==> config.mk <==
export PLATFORM = sky130hd
export DESIGN_NAME = bbc_core
export DESIGN_NICKNAME = d
export VERILOG_FILES = /design/src/sv/bbc_pkg.sv /design/src/sv/bbc_ram.sv /design/src/sv/bbc_core.sv
export SDC_FILE = /design/constraint.sdc
export NUM_CORES = 1
export LEC_CHECK = 0
export BUFFER_PORTS_ARGS = -buffer_cell sky130_fd_sc_hd__buf_2
export CAP_MARGIN = 20
export CORE_ASPECT_RATIO = 0.7
export CORE_MARGIN = 2
export CORE_UTILIZATION = 54
export CTS_BUF_LIST = sky130_fd_sc_hd__clkbuf_8
export CTS_CLUSTER_DIAMETER = 200
export DETAILED_ROUTE_END_ITERATION = 10
export HOLD_SLACK_MARGIN = 0.1
export PLACE_DENSITY = 0.8
export SLEW_MARGIN = 20
export SYNTH_ARGS = -nofsm -noshare
export SYNTH_HDL_FRONTEND = slang
export SYNTH_SLANG_ARGS = --single-unit
==> constraint.sdc <==
create_clock -name clock -period 6.1 [get_ports clock]
set_clock_uncertainty 0.2 [all_clocks]
set_input_delay 0.915 -clock clock [delete_from_list [all_inputs] [get_ports clock]]
set_output_delay 0.915 -clock clock [all_outputs]
set_load 0.01 [all_outputs]
==> src/sv/bbc_pkg.sv <==
`timescale 1ns / 1ps
// shared constants, types and bracket lookup functions for the bracket balance checker
package bbc_pkg;

   localparam int STACK_DEPTH = 256;
   localparam int ADDR_W      = (STACK_DEPTH > 1) ? $clog2(STACK_DEPTH) : 1;
   localparam int CNT_W       = $clog2(STACK_DEPTH + 1);
   localparam int SYM_W       = 8;
   localparam int STATUS_W    = 3;
   localparam int POS_W       = 16;
   localparam int CLS_W       = 2;

   localparam logic [POS_W-1:0] POS_MAX = {POS_W{1'b1}};
   localparam logic [SYM_W-1:0] SYM_END = 8'h00;

   localparam logic [STATUS_W-1:0] ST_RUNNING    = 3'd0;
   localparam logic [STATUS_W-1:0] ST_BALANCED   = 3'd1;
   localparam logic [STATUS_W-1:0] ST_BAD_CLOSER = 3'd2;
   localparam logic [STATUS_W-1:0] ST_UNCLOSED   = 3'd3;
   localparam logic [STATUS_W-1:0] ST_IGNORED    = 3'd4;
   localparam logic [STATUS_W-1:0] ST_OVERFLOW   = 3'd5;

   localparam logic [CLS_W-1:0] CLS_PAREN   = 2'd0;
   localparam logic [CLS_W-1:0] CLS_BRACE   = 2'd1;
   localparam logic [CLS_W-1:0] CLS_BRACKET = 2'd2;
   localparam logic [CLS_W-1:0] CLS_NONE    = 2'd3;

   typedef struct packed {
      logic [STATUS_W-1:0] status;
      logic [SYM_W-1:0]    required_symbol;
      logic [POS_W-1:0]    position;
   } rsp_type;

   function automatic logic [CLS_W-1:0] opener_class(input logic [SYM_W-1:0] c);
      case (c)
         8'h28:   opener_class = CLS_PAREN;
         8'h7B:   opener_class = CLS_BRACE;
         8'h5B:   opener_class = CLS_BRACKET;
         default: opener_class = CLS_NONE;
      endcase
   endfunction

   function automatic logic [CLS_W-1:0] closer_class(input logic [SYM_W-1:0] c);
      case (c)
         8'h29:   closer_class = CLS_PAREN;
         8'h7D:   closer_class = CLS_BRACE;
         8'h5D:   closer_class = CLS_BRACKET;
         default: closer_class = CLS_NONE;
      endcase
   endfunction

   function automatic logic [SYM_W-1:0] opener_char(input logic [CLS_W-1:0] k);
      case (k)
         CLS_PAREN:   opener_char = 8'h28;
         CLS_BRACE:   opener_char = 8'h7B;
         CLS_BRACKET: opener_char = 8'h5B;
         default:     opener_char = 8'h00;
      endcase
   endfunction

   function automatic logic [SYM_W-1:0] closer_char(input logic [CLS_W-1:0] k);
      case (k)
         CLS_PAREN:   closer_char = 8'h29;
         CLS_BRACE:   closer_char = 8'h7D;
         CLS_BRACKET: closer_char = 8'h5D;
         default:     closer_char = 8'h29;
      endcase
   endfunction

endpackage

==> src/sv/bbc_ram.sv <==
`timescale 1ns / 1ps
// generic single-write, single-read synchronous ram with registered read data
module bbc_ram #(
   parameter int WIDTH = 2,
   parameter int DEPTH = 256
) (
   input  logic                     clock,
   input  logic                     wr_en,
   input  logic [$clog2(DEPTH)-1:0] wr_addr,
   input  logic [WIDTH-1:0]         wr_data,
   input  logic [$clog2(DEPTH)-1:0] rd_addr,
   output logic [WIDTH-1:0]         rd_data
);

   logic [WIDTH-1:0] mem [DEPTH];
   logic [WIDTH-1:0] rd_data_ff;

   always_ff @(posedge clock) begin
      if (wr_en) begin
         mem[wr_addr] <= wr_data;
      end
      rd_data_ff <= mem[rd_addr];
   end

   assign rd_data = rd_data_ff;

endmodule

==> src/sv/bbc_core.sv <==
`timescale 1ns / 1ps
// stack control: cached top entry, ram below it, forwarding and result generation
module bbc_core (
   input  logic                      clock,
   input  logic                      reset,
   input  logic                      fire,
   input  logic [bbc_pkg::SYM_W-1:0] symbol,
   output bbc_pkg::rsp_type          result
);

   logic [bbc_pkg::CNT_W-1:0]  count_ff, count_in;
   logic [bbc_pkg::POS_W-1:0]  pos_ff, pos_in;
   logic                       failed_ff, failed_in;
   logic [bbc_pkg::CLS_W-1:0]  top_ff, top_in;
   logic                       fwd_hit_ff;
   logic [bbc_pkg::CLS_W-1:0]  fwd_data_ff;

   logic                       wr_en;
   logic [bbc_pkg::ADDR_W-1:0] wr_addr, rd_addr;
   logic [bbc_pkg::CNT_W-1:0]  wr_cnt, rd_cnt;
   logic [bbc_pkg::CLS_W-1:0]  rd_data, below;
   logic [bbc_pkg::CLS_W-1:0]  oc, cc;
   logic                       is_full, is_empty;

   assign oc       = bbc_pkg::opener_class(symbol);
   assign cc       = bbc_pkg::closer_class(symbol);
   assign is_full  = (count_ff == bbc_pkg::CNT_W'(bbc_pkg::STACK_DEPTH));
   assign is_empty = (count_ff == '0);

   // entry just under the cached top, with the last write forwarded
   assign below = fwd_hit_ff ? fwd_data_ff : rd_data;

   // push spills the old top into the ram slot count-1
   assign wr_cnt  = count_ff - bbc_pkg::CNT_W'(1);
   assign wr_addr = wr_cnt[bbc_pkg::ADDR_W-1:0];
   assign rd_cnt  = count_in - bbc_pkg::CNT_W'(2);
   assign rd_addr = rd_cnt[bbc_pkg::ADDR_W-1:0];

   always_comb begin
      count_in               = count_ff;
      pos_in                 = pos_ff;
      failed_in              = failed_ff;
      top_in                 = top_ff;
      wr_en                  = 1'b0;
      result.status          = bbc_pkg::ST_RUNNING;
      result.required_symbol = '0;
      result.position        = pos_ff;
      if (fire) begin
         if (symbol == bbc_pkg::SYM_END) begin
            if (failed_ff) begin
               result.status = bbc_pkg::ST_IGNORED;
            end else if (is_empty) begin
               result.status = bbc_pkg::ST_BALANCED;
            end else begin
               result.status          = bbc_pkg::ST_UNCLOSED;
               result.required_symbol = bbc_pkg::closer_char(top_ff);
            end
            count_in  = '0;
            pos_in    = '0;
            failed_in = 1'b0;
         end else begin
            if (pos_ff != bbc_pkg::POS_MAX) begin
               pos_in = pos_ff + bbc_pkg::POS_W'(1);
            end
            result.position = pos_in;
            if (failed_ff) begin
               result.status = bbc_pkg::ST_IGNORED;
            end else if (oc != bbc_pkg::CLS_NONE) begin
               if (is_full) begin
                  result.status = bbc_pkg::ST_OVERFLOW;
                  failed_in     = 1'b1;
               end else begin
                  wr_en    = !is_empty;
                  top_in   = oc;
                  count_in = count_ff + bbc_pkg::CNT_W'(1);
               end
            end else if (cc != bbc_pkg::CLS_NONE) begin
               if (is_empty || top_ff != cc) begin
                  result.status          = bbc_pkg::ST_BAD_CLOSER;
                  result.required_symbol = bbc_pkg::opener_char(cc);
                  failed_in              = 1'b1;
               end
               if (!is_empty) begin
                  count_in = count_ff - bbc_pkg::CNT_W'(1);
                  top_in   = below;
               end
            end
         end
      end
   end

   bbc_ram #(
      .WIDTH (bbc_pkg::CLS_W),
      .DEPTH (bbc_pkg::STACK_DEPTH)
   ) u_stack_ram (
      .clock   (clock),
      .wr_en   (wr_en),
      .wr_addr (wr_addr),
      .wr_data (top_ff),
      .rd_addr (rd_addr),
      .rd_data (rd_data)
   );

   always_ff @(posedge clock) begin
      if (reset) begin
         count_ff   <= '0;
         pos_ff     <= '0;
         failed_ff  <= 1'b0;
         fwd_hit_ff <= 1'b0;
      end else begin
         count_ff   <= count_in;
         pos_ff     <= pos_in;
         failed_ff  <= failed_in;
         fwd_hit_ff <= wr_en && (wr_addr == rd_addr);
      end
      top_ff      <= top_in;
      fwd_data_ff <= top_ff;
   end

   a_count_bound: assert property (@(posedge clock) disable iff (reset)
      count_ff <= bbc_pkg::CNT_W'(bbc_pkg::STACK_DEPTH))
      else $error("stack count beyond depth");

   a_end_clears: assert property (@(posedge clock) disable iff (reset)
      fire && symbol == bbc_pkg::SYM_END |=> count_ff == '0 && pos_ff == '0 && !failed_ff)
      else $error("terminator did not clear expression state");

   a_overflow_full: assert property (@(posedge clock) disable iff (reset)
      fire && result.status == bbc_pkg::ST_OVERFLOW |-> is_full ##1 failed_ff)
      else $error("overflow reported without a full stack");

endmodule

==> impl_metrics.toml <==
[global_routing]
grt_start_max_net_pins = 258
gr-total-overflow = 0
antenna_found_initial = 0
grt_pass1_wl_um = 94740
grt_pass1_vias = 15570
track_usage = 0.2719

[sta]
final-hold-violation-count = 0
period_share = 0.9408
relSlewSlack = -0.01912
setup_viol = 0
rsz0062_at_grt = "no"
fin_ws_ps = 360.9
slew_violations = 38
timing.fmax_mhz = 174.2
fin_crit_ps = 5739
worst_pin_slew_ps = 1529

[run_status]
status = "finished with violations"
failed_checks = "max-slew violations"

[cells_and_area]
final_layout_size_suffix_gt1_frac = 0.1583
ff_latch_area_um2 = 16060
multi_input_area_um2 = 7639
diodes = 0
syn_to_final_growth_pct = 9.975
fillCellCount = 3252
num-nets-final = 1864
final_cell_area_um2 = 26650

[floorplan]
core_um2 = 43960
die-area_um2 = 46610
fp.dieW_um = 257.2
die_h_um = 181.2
ios = 38
std_cell_rows = 64
initial_core_util = 0.5512

[synthesis]
yosys_most_used_dff = "edfxtp_1"
synthCells = 1780
seq_area_frac_synth = 0.6625
synth_warnings = 0
async_flop_share = 0
synthesis.nets = 1801
ys_seq_elements = 545
synth.distinct_cells = 84
avgSynthCellArea_um2 = 13.61
synth_edf_count = 514
netlist_area_um2 = 24230

[pwr]
vdd_drop_max_mv = 0.2310
power.leakage_nw = 9.250
powerDensity_nw_per_um2 = 253.1

[worst_setup_path]
critPathTopFamily = "simple AND/OR/NAND/NOR gates"
cp-end-kind = "flip-flop"
path_buf_inv = 2
crit_path_start_kind = "input port"
cpPeakStageDelay_ps = 670
path_cells = "buf_2, nand4_1, or4b_2, or2_2, ha_1, a21o_1, a21oi_1, nand2_1, a211o_1, or2_1, ha_1, nand2_1, a311oi_1, a32oi_1, o211ai_1, mux2i_1, buf_4, and3_1, nor4_1, o21ai_0, nand4_1"
path_max_fanout = 7
slowest_stage = "or4b_2"
cp_data_required_time_ps = 6430
critical_path_class = "in -> reg"
r2r_slack_ps = 820
crit_arrival_ps = 6070

[worst_hold_path]
worstHoldPathType = "reg -> reg"

[placed_design]
place_area_um2 = 25270
gp_congestion = 0.9247
dp_slack_ps = -162.8
port_buffers = 36
hpwl_um = 39900

[cts]
hold_buffers = 0
cts.path.max_buffers = 3
cts_tree = "yes"
clock-sinks = 545
insertion_delay_ps = 670
postCtsResizedCells = 0
cts-buffers-inserted = 76
h-tree-depth = 3
cts_setup_buffers = 0
cts.clk_slew.worst_paths_ps = 70
cts-root-buf = "clkbuf_8"

[routing]
routedWlPerCell_um = 25.35
first_pass_iters = 6
vias_per_cell = 6.452
ant_nets = 0
wl_um = 63270
via_count = 16110
drc = 0
drtIter0Drc = 2486

[job]
maxCapViolations = 0
## metal layers
layer	global-route usage	wire, µm	up-vias
met5	0	0	-
met4	0.07767	1713	0
met3	0.09217	9018	142
met2	0.3908	27470	1100
met1	0.3952	25060	7986
li1	-	-	6877
## final timing paths
check                    from                      to  cells past startpoint
hold reg to reg     failed_ff               failed_ff                      2
setup reg to reg  count_ff[1]  u_stack_ram.rd_data[1]                     18
setup / recovery    symbol[0]  u_stack_ram.rd_data[1]                     21
hold / removal      failed_ff               failed_ff                      2
## where the power goes
group          total, mW  internal (mW)  switching (mW)
Sequential          4.03           4.03         0.00242
Combinational     0.0480         0.0162          0.0318
Clock               2.67           1.28            1.38
Total               6.75           5.33            1.42
## final cells by class
type | instances | area share
clock inverters | 59 | 0.01164
multi-input cells | 1109 | 0.2866
flip-flops and latches | 545 | 0.6024
inverters | 11 | 0.001643
repair buffers | 100 | 0.02948
clock buffers | 78 | 0.04028
well taps | 594 | 0.02789
## cell usage after synthesis, types with 24 or more instances
library cell  instances  area (µm²)
clkbuf_1             78       292.8
a21oi_1              27       135.1
nor2_1              310        1164
edfxtp_1            514       15430
nand3_1              97       485.5
nand4_1              28       175.2
mux2i_1             110        1101
nand2_1             172       645.6
o21ai_0              36       180.2
dfxtp_1              31       620.6
mux4_2               66        1486
xnor2_1              24       210.2
a32oi_1              26       227.7
## kinds of logic (layout without fill, tap and decap cells)
group                    after synthesis  in the layout  share of synthesized area
multiplexers                         186            186                     0.1114
flip-flops                           545            545                     0.6625
AND/OR/NAND/NOR                      693            693                     0.1276
AO/OA/AOI/OAI                        177            177                    0.05370
buffers and inverters                126            248                    0.02422
XOR/XNOR                              42             42                    0.01518
other                                  1              1                  0.0001547
adder cells (fa/ha/maj)               10             10                   0.005163
## metrics by stage
stage / hold slack [ps] / power [mW] / util / TNS, ps / instances
6_report: 297.0 / 6.746 / 0.6062 / 0 / 2496
3_3_place_gp: 273.7 / 4.159 / 0.5746 / -48.54 / 2359
5_1_grt: 346.8 / 6.917 / 0.6062 / 0 / 2496
3_5_place_dp: 289.0 / 4.161 / 0.5747 / -289.4 / 2359
2_1_floorplan: 254.4 / 4.142 / - / 0 / 1780
4_1_cts: 297.6 / 6.759 / 0.6062 / 0 / 2496
## tightest hold or removal path, stage by stage, from the launching register on
cell     delay (ps)
dfxtp_1         320
inv_1            70
a21oi_1          60
## registers in the layout, summed over array words and instances, names as in the netlist
name / cells
pos_ff: 16
top_ff: 2
fwd_data_ff: 2
count_ff: 9
fwd_hit_ff: 1
u_stack_ram.rd_data: 2
failed_ff: 1
u_stack_ram.mem: 512
## placed cells by master (no fill, tap or decap), drive strengths merged, types with 35 or more instances in the layout
cell type and count:
o21ai 38, nand2 172, buf 100, clkbuf 78
edfxtp 514, mux2i 110, nand3 98, inv 35
mux4 66, nor2 311
(Power assumes the default switching activity.)
